### config.mk
export PLATFORM = sky130hd
export DESIGN_NAME = adaptive_input_delay_estimator
export DESIGN_NICKNAME = d
export VERILOG_FILES = /design/src/aide_pkg.sv /design/src/aide_ctrl.sv /design/src/aide_dp.sv /design/src/adaptive_input_delay_estimator.sv
export VERILOG_INCLUDE_DIRS = /design/src /design/src/src
export SDC_FILE = /design/constraint.sdc
export NUM_CORES = 1
export LEC_CHECK = 0
export BUFFER_PORTS_ARGS = -buffer_cell sky130_fd_sc_hd__buf_2
export CORE_ASPECT_RATIO = 0.6
export CORE_MARGIN = 3
export CORE_UTILIZATION = 39
export DETAILED_ROUTE_END_ITERATION = 16
export GPL_TIMING_DRIVEN = 0
export PLACE_DENSITY_LB_ADDON = 0.25
export REMOVE_ABC_BUFFERS = 1
export SETUP_SLACK_MARGIN = 0.05
export SLEW_MARGIN = 20
export SYNTH_ARGS = -nofsm -noshare
export SYNTH_HDL_FRONTEND = slang
export SYNTH_SLANG_ARGS = --single-unit
### constraint.sdc
create_clock -name aclk -period 5 [get_ports aclk]
set_input_delay 0.25 -clock aclk [delete_from_list [all_inputs] [get_ports aclk]]
set_output_delay 0.25 -clock aclk [all_outputs]
set_load 0.02 [all_outputs]
### src/adaptive_input_delay_estimator_defines.svh
// Assertion macros used by the delay estimator datapath
`ifndef ADAPTIVE_INPUT_DELAY_ESTIMATOR_DEFINES_SVH
`define ADAPTIVE_INPUT_DELAY_ESTIMATOR_DEFINES_SVH

// Same-cycle implication, checked on every rising edge outside reset
`define AIDE_ASSERT_NOW(label, clk, rstn, ante, cons, msg) \
    label: assert property (@(posedge clk) disable iff (!rstn) (ante) |-> (cons)) \
        else $error(msg);

// Next-cycle implication
`define AIDE_ASSERT_NEXT(label, clk, rstn, ante, cons, msg) \
    label: assert property (@(posedge clk) disable iff (!rstn) (ante) |=> (cons)) \
        else $error(msg);

`endif

### src/aide_pkg.sv
// Shared types and constants for the adaptive input delay estimator
`default_nettype none

package aide_pkg;

    localparam int SEQ_W   = 32;
    localparam int TOTAL_W = 15;
    localparam int SUM_W   = 18;
    localparam int DELAY_W = 8;

    localparam logic [TOTAL_W-1:0] SAMPLE_LIMIT = 15'd20000;
    localparam logic [SEQ_W-1:0]   MAX_DISTANCE = 32'd9;
    localparam logic signed [DELAY_W-1:0] DELAY_CAP = 8'sd10;

    // restoring divider: one quotient bit per cycle
    localparam int DIV_STEPS = SUM_W;
    localparam int DIV_CNT_W = $clog2(DIV_STEPS);

    typedef enum logic [1:0] {
        ST_IDLE,
        ST_DIV,
        ST_FIN
    } aide_state_t;

    typedef struct packed {
        logic take;      // capture request, update counters, load divider
        logic div_step;  // one divider iteration
        logic emit;      // write delay and load result register
    } aide_cmd_t;

    typedef struct packed {
        logic need_div;  // request on the input is a sample inside the window
        logic div_last;  // final divider iteration this cycle
        logic out_free;  // result register can take a new value
    } aide_stat_t;

endpackage

`default_nettype wire

### src/aide_ctrl.sv
// Sequencer for the delay estimator: accept, divide, emit
`default_nettype none

module aide_ctrl (
    input  wire logic             aclk,
    input  wire logic             aresetn,
    input  wire logic             s_valid,
    output logic                  s_ready,
    input  wire aide_pkg::aide_stat_t stat,
    output aide_pkg::aide_cmd_t   cmd
);

    aide_pkg::aide_state_t state_reg, state_next;

    always_ff @(posedge aclk) begin
        if (!aresetn) begin
            state_reg <= aide_pkg::ST_IDLE;
        end else begin
            state_reg <= state_next;
        end
    end

    always_comb begin
        state_next = state_reg;
        unique case (state_reg)
            aide_pkg::ST_IDLE: begin
                if (s_valid) begin
                    state_next = stat.need_div ? aide_pkg::ST_DIV : aide_pkg::ST_FIN;
                end
            end
            aide_pkg::ST_DIV: begin
                if (stat.div_last) begin
                    state_next = aide_pkg::ST_FIN;
                end
            end
            aide_pkg::ST_FIN: begin
                if (stat.out_free) begin
                    state_next = aide_pkg::ST_IDLE;
                end
            end
            default: state_next = aide_pkg::ST_IDLE;
        endcase
    end

    always_comb begin
        cmd      = '0;
        s_ready  = 1'b0;
        unique case (state_reg)
            aide_pkg::ST_IDLE: begin
                s_ready  = 1'b1;
                cmd.take = s_valid;
            end
            aide_pkg::ST_DIV: begin
                cmd.div_step = 1'b1;
            end
            aide_pkg::ST_FIN: begin
                cmd.emit = stat.out_free;
            end
            default: begin
                s_ready = 1'b0;
            end
        endcase
    end

endmodule

`default_nettype wire

### src/aide_dp.sv
// Datapath: lag statistics, serial divider, delay and result registers
`default_nettype none
`include "adaptive_input_delay_estimator_defines.svh"

module aide_dp (
    input  wire logic                                 aclk,
    input  wire logic                                 aresetn,
    input  wire logic                                 cfg_wr_en,
    input  wire logic signed [aide_pkg::DELAY_W-1:0]  cfg_wr_data,
    input  wire logic        [aide_pkg::SEQ_W-1:0]    s_sequence_number,
    input  wire logic        [aide_pkg::SEQ_W-1:0]    s_acked_mark,
    input  wire aide_pkg::aide_cmd_t                  cmd,
    output aide_pkg::aide_stat_t                      stat,
    output logic                                      m_valid,
    input  wire logic                                 m_ready,
    output logic signed [aide_pkg::DELAY_W-1:0]       m_delay_value,
    output logic                                      m_delay_updated
);

    logic signed [aide_pkg::DELAY_W-1:0] base_delay_reg;
    logic        [aide_pkg::TOTAL_W-1:0] sample_total_reg;
    logic        [aide_pkg::SUM_W-1:0]   lag_sum_reg;
    logic signed [aide_pkg::DELAY_W-1:0] delay_reg;
    logic        [aide_pkg::SUM_W-1:0]   quo_reg;
    logic        [aide_pkg::TOTAL_W-1:0] divisor_reg;
    logic        [aide_pkg::TOTAL_W-1:0] rem_reg;
    logic        [aide_pkg::DIV_CNT_W-1:0] cnt_reg;
    logic                                upd_reg;
    logic                                m_valid_reg;
    logic signed [aide_pkg::DELAY_W-1:0] m_delay_value_reg;
    logic                                m_delay_updated_reg;

    logic [aide_pkg::SEQ_W-1:0]   lag_dist;
    logic                         is_sample;
    logic [aide_pkg::TOTAL_W-1:0] total_inc;
    logic [aide_pkg::SUM_W-1:0]   sum_inc;
    logic                         in_window;
    logic                         past_limit;

    logic [aide_pkg::TOTAL_W:0]   trial;
    logic                         trial_ge;

    logic signed [aide_pkg::DELAY_W-1:0] cand;
    logic signed [aide_pkg::DELAY_W-1:0] chosen;
    logic signed [aide_pkg::DELAY_W-1:0] capped;
    logic signed [aide_pkg::DELAY_W-1:0] delay_next;

    // sample classification on the incoming request
    always_comb begin
        lag_dist   = s_sequence_number - s_acked_mark;
        is_sample  = (lag_dist <= aide_pkg::MAX_DISTANCE) && (s_sequence_number != '0);
        total_inc  = sample_total_reg + aide_pkg::TOTAL_W'(1);
        sum_inc    = lag_sum_reg + aide_pkg::SUM_W'(lag_dist[3:0]);
        in_window  = (total_inc != '0) && (total_inc < aide_pkg::SAMPLE_LIMIT);
        past_limit = total_inc > aide_pkg::SAMPLE_LIMIT;
    end

    // restoring division step
    always_comb begin
        trial    = {rem_reg, quo_reg[aide_pkg::SUM_W-1]};
        trial_ge = trial >= {1'b0, divisor_reg};
    end

    // delay recompute from truncated mean; only the low byte of the mean matters
    always_comb begin
        cand       = base_delay_reg + $signed(quo_reg[aide_pkg::DELAY_W-1:0]);
        chosen     = (cand > base_delay_reg) ? cand : base_delay_reg;
        capped     = (chosen > aide_pkg::DELAY_CAP) ? aide_pkg::DELAY_CAP : chosen;
        delay_next = upd_reg ? capped : delay_reg;
    end

    always_comb begin
        stat.need_div = is_sample && in_window;
        stat.div_last = cnt_reg == aide_pkg::DIV_CNT_W'(aide_pkg::DIV_STEPS - 1);
        stat.out_free = !m_valid_reg || m_ready;
    end

    always_ff @(posedge aclk) begin
        if (!aresetn) begin
            base_delay_reg   <= '0;
            sample_total_reg <= '0;
            lag_sum_reg      <= '0;
            delay_reg        <= '0;
            upd_reg          <= 1'b0;
            cnt_reg          <= '0;
            m_valid_reg      <= 1'b0;
        end else begin
            if (cfg_wr_en) begin
                base_delay_reg <= cfg_wr_data;
            end
            if (cmd.take) begin
                upd_reg <= is_sample && in_window;
                cnt_reg <= '0;
                if (is_sample) begin
                    if (past_limit) begin
                        sample_total_reg <= '0;
                        lag_sum_reg      <= '0;
                    end else begin
                        sample_total_reg <= total_inc;
                        lag_sum_reg      <= sum_inc;
                    end
                end
            end
            if (cmd.div_step) begin
                cnt_reg <= cnt_reg + aide_pkg::DIV_CNT_W'(1);
            end
            if (cmd.emit) begin
                delay_reg <= delay_next;
            end
            if (cmd.emit) begin
                m_valid_reg <= 1'b1;
            end else if (m_ready) begin
                m_valid_reg <= 1'b0;
            end
        end
    end

    // divider and result payload, no reset needed
    always_ff @(posedge aclk) begin
        if (cmd.take) begin
            quo_reg     <= sum_inc;
            divisor_reg <= total_inc;
            rem_reg     <= '0;
        end else if (cmd.div_step) begin
            quo_reg <= {quo_reg[aide_pkg::SUM_W-2:0], trial_ge};
            rem_reg <= trial_ge ? aide_pkg::TOTAL_W'(trial - {1'b0, divisor_reg})
                                : trial[aide_pkg::TOTAL_W-1:0];
        end
        if (cmd.emit) begin
            m_delay_value_reg   <= delay_next;
            m_delay_updated_reg <= upd_reg;
        end
    end

    assign m_valid         = m_valid_reg;
    assign m_delay_value   = m_delay_value_reg;
    assign m_delay_updated = m_delay_updated_reg;

    `AIDE_ASSERT_NOW(a_total_bounded, aclk, aresetn, 1'b1,
        sample_total_reg <= aide_pkg::SAMPLE_LIMIT, "sample count above window limit")
    `AIDE_ASSERT_NOW(a_rem_below_div, aclk, aresetn, cmd.div_step,
        rem_reg < divisor_reg, "divider remainder not below divisor")
    `AIDE_ASSERT_NEXT(a_delay_capped, aclk, aresetn, cmd.emit,
        $signed(delay_reg) <= aide_pkg::DELAY_CAP, "delay above cap after update")

endmodule

`default_nettype wire

### src/adaptive_input_delay_estimator.sv
// Top level of the adaptive input delay estimator
//
//  channel  direction  handshake          payload
//  s_       in         s_valid/s_ready    s_sequence_number, s_acked_mark
//  m_       out        m_valid/m_ready    m_delay_value, m_delay_updated
//  cfg_     in         cfg_wr_en          cfg_wr_data (base delay)
//
// A sample request inside the window holds the block through the capture
// state, the bit-serial restoring divider and the write state, where its
// result is registered; any other request skips the divider.
// aresetn is synchronous, active low; it clears the counters, delay and base.
// A result waiting on m_ready does not block the next request; a second
// finished result waits in the write state until the output register frees.
`default_nettype none

module adaptive_input_delay_estimator (
    input  wire logic                                aclk,
    input  wire logic                                aresetn,
    input  wire logic                                cfg_wr_en,
    input  wire logic signed [aide_pkg::DELAY_W-1:0] cfg_wr_data,
    input  wire logic                                s_valid,
    output logic                                     s_ready,
    input  wire logic        [aide_pkg::SEQ_W-1:0]   s_sequence_number,
    input  wire logic        [aide_pkg::SEQ_W-1:0]   s_acked_mark,
    output logic                                     m_valid,
    input  wire logic                                m_ready,
    output logic signed [aide_pkg::DELAY_W-1:0]      m_delay_value,
    output logic                                     m_delay_updated
);

    aide_pkg::aide_cmd_t  cmd;
    aide_pkg::aide_stat_t stat;

    aide_ctrl u_ctrl (
        .aclk    (aclk),
        .aresetn (aresetn),
        .s_valid (s_valid),
        .s_ready (s_ready),
        .stat    (stat),
        .cmd     (cmd)
    );

    aide_dp u_dp (
        .aclk              (aclk),
        .aresetn           (aresetn),
        .cfg_wr_en         (cfg_wr_en),
        .cfg_wr_data       (cfg_wr_data),
        .s_sequence_number (s_sequence_number),
        .s_acked_mark      (s_acked_mark),
        .cmd               (cmd),
        .stat              (stat),
        .m_valid           (m_valid),
        .m_ready           (m_ready),
        .m_delay_value     (m_delay_value),
        .m_delay_updated   (m_delay_updated)
    );

endmodule

`default_nettype wire
==> metrics <==
largest net degree at the start of global routing 44; Min Clock Period, post-route 4.445 ns; Critical Path RT 5.17 ns; Die W 202.6 µm; area share of the largest cell type after synthesis 16.16%; Reg clk slew, reported paths 0.06 ns; Final Skew 0.009995 ns; Comb pwr share 21.0%; #FFs+latches synth 115; cell taking the most area after synthesis dfxtp_1; initial DRC count 682; Antenna Cells 0; via count 8258; worst hold path class input pin to register; Max-cap violations 0; Longest Clk Path Bufs 2; P_sw 864.7 µW; antenna violations before repair 0; Ports 88; total internal power 2.079 mW; status completed; fin crit share 88.90%; crit end category register; Post-synth top flop dfxtp_1; CP Class register to register; Syn Inst Count 1096; Worst Tran Pin Value 1.026 ns; Startpoint Class register; # H-tree levels 4; Peak VDD IR 0.2288 mV; Die Footprint 0.02511 mm²; CTS Hold Bufs 0; yosys warns 0; Worst Slack Setup Final 0.5551 ns; worst endpoint data arrival time 4.61 ns; post-placement worst setup slack 0.1761 ns; Hold Vio Cnt, Final 0; number of global-route vias before repair 7152; Post-DP HPWL 18110 µm; Unique masters post-synth 77; postcts setup bufs 0; layout cell share with drive strength beyond 1 14.27%; Sw Share 29.38%; hold path cells 3; LEAKAGE 4.490 nW; remaining antenna violation count 0; top cells by area, synth dfxtp_1, edfxtp_1, ha_1; syn avg cell area 8.253 µm²; RSZ-0062 raised after global routing false; placed cell areas 0.009809 mm²; Remaining DRCs 0; All-Layer GR Usage 18.55%; Reg2Reg Depth 14; relative slew slack 31.35%; PortBufs 87; final hold slack 0.07571 ns; Clock power frac 44.6%; number of synthesized flops with an enable pin 42; Initial Util 40.40%; fraction of registers with async set/reset 0%; Seq/Total Area, Yosys 30.10%; WL final 23660 µm; Seq pwr share 34.4%; drt wl/cell 15.93 µm; CTS root buffer clkbuf_16; GP Congestion 0.8529; Setup violations, final 0; NumNets Final 1312; Die Y 124.0 µm; core box area 0.02239 mm²; final cell count without fillers 1485; Clk Latency, worst-skew pair 0.42 ns; design area 0.01046 mm²; mapped cell area 0.009045 mm²; Pins Over Slew Limit 0; pwr dens 281.5 mW/mm²; FMAX 0.2250 GHz; # placed instances 1453; area delta synth->final 15.62%; vias per inst 5.561; CP max FO 10; Inserted Clock Buffers 17; Congestion Overflow GR 0; clock sinks 115; first-pass GRT wire length 37830 µm; FP Rows 42; Pre-antenna DRT Iters 5; # resized after CTS 0; TritonCTS clock tree yes
==> synth_stat cells (10+ instances only) <==
master,count
xor2_1,21
a21oi_1,64
a31oi_1,16
ha_1,67
and2_1,10
a2bb2oi_1,10
and3_1,18
and4b_1,15
nand2b_1,10
o21ai_0,57
inv_1,88
nor2b_1,12
nand2_1,105
xnor2_1,37
nor2_1,84
o21a_1,15
nand3_1,34
dfxtp_1,73
a31o_2,10
nor3_1,19
nor4_1,11
nand4_1,29
mux2i_1,40
a21o_1,17
edfxtp_1,42
o211ai_1,22
clkbuf_1,43
==> stage by stage <==
step | util (%) | total power, mW | TNS (ns)
finish | 46.71 | 2.943 | 0
CTS | 46.65 | 2.951 | 0
detailed placement | 43.82 | 1.635 | 0
floorplan | - | 1.454 | -1.846
global placement | 43.24 | 1.618 | -67.97
global route | 46.71 | 3.077 | 0
==> routing by layer <==
layer | share of wire (%) | GRT usage, %
met5 | 0 | 0
met2 | 37 | 23.46
met3 | 5.1 | 3.447
met1 | 58 | 31.48
met4 | 0.37 | 2.940
==> power by group through the flow <==
stage	Clock [mW]	Sequential [mW]	Combinational, mW
3_3_place_gp	0	1.03	0.586
4_1_cts	1.33	1.01	0.609
5_1_grt	1.37	1.02	0.688
2_1_floorplan	0	1.03	0.423
3_5_place_dp	0	1.03	0.603
6_report	1.31	1.01	0.618
==> area by class of cell <==
class | count | area, µm²
clock buffer | 17 | 425.4
clock inverter | 15 | 207.7
fill | 2207 | 11930
inverter | 89 | 334.1
multi-input combinational | 844 | 5849
sequential | 115 | 2723
tap | 308 | 385.4
timing repair buffer | 97 | 533.0
==> layout by cell type (no fill, tap or decap), types with 5 or more instances in the layout <==
master	Yosys	routed
nand2_1	105	103
clkbuf_16	0	17
a2bb2oi_1	10	10
a31o_2	10	10
nand4_1	29	29
nand2b_1	10	10
o211ai_1	22	22
nor4_1	11	11
or2_2	7	7
or3_1	7	7
nor2_1	84	82
nand3_1	34	34
clkinv_4	0	7
a2111oi_0	6	5
o21bai_1	7	7
ha_1	67	67
buf_2	2	91
mux2_2	7	7
xnor2_1	37	37
and4b_1	15	15
o21ai_0	57	57
a21oi_1	64	64
edfxtp_1	42	42
a41oi_1	5	5
dfxtp_1	73	73
a21o_1	17	17
nor2b_1	12	12
and2_1	10	10
xor2_1	21	21
and3_1	18	18
mux2i_1	40	39
inv_1	88	88
nor3_1	19	18
o21a_1	15	15
a31oi_1	16	16
o31ai_1	5	5
a21boi_0	5	5
==> worst paths after layout <==
kind,startpoint,end,slack [ns]
worst max-delay path,u_dp.quo_reg[0],u_dp.m_delay_value[0],0.56
worst min register to register,u_dp.rem_reg[14],u_dp.rem_reg[14],0.46
worst min-delay path,cfg_wr_data[5],u_dp.base_delay_reg[5],0.08
worst max register to register,u_dp.quo_reg[0],u_dp.m_delay_value[0],0.56
==> worst max-delay path: stages (launching register included) <==
cell and delay, ns:
edfxtp_1 0.41, ha_1 0.25, fa_1 0.43, xor2_1 0.29, ha_1 0.29, nor2b_1 0.13
o21a_1 0.17, o21a_1 0.16, o21a_1 0.17, o21a_1 0.16, o311ai_0 0.34, o21ai_2 0.27
mux2i_2 0.54, nand2_1 0.27, a31o_2 0.31
==> kinds of logic after synthesis <==
family | synth area share (%)
AOI/OAI and AO/OA | 21.65
xor gates and xnor gates | 5.616
adders and majority gates | 10.15
buffers and inverters | 5.755
DFF | 30.10
muxes | 5.298
and+or+nand+nor | 21.43
Note: power is estimated with default switching activity, not from simulation.
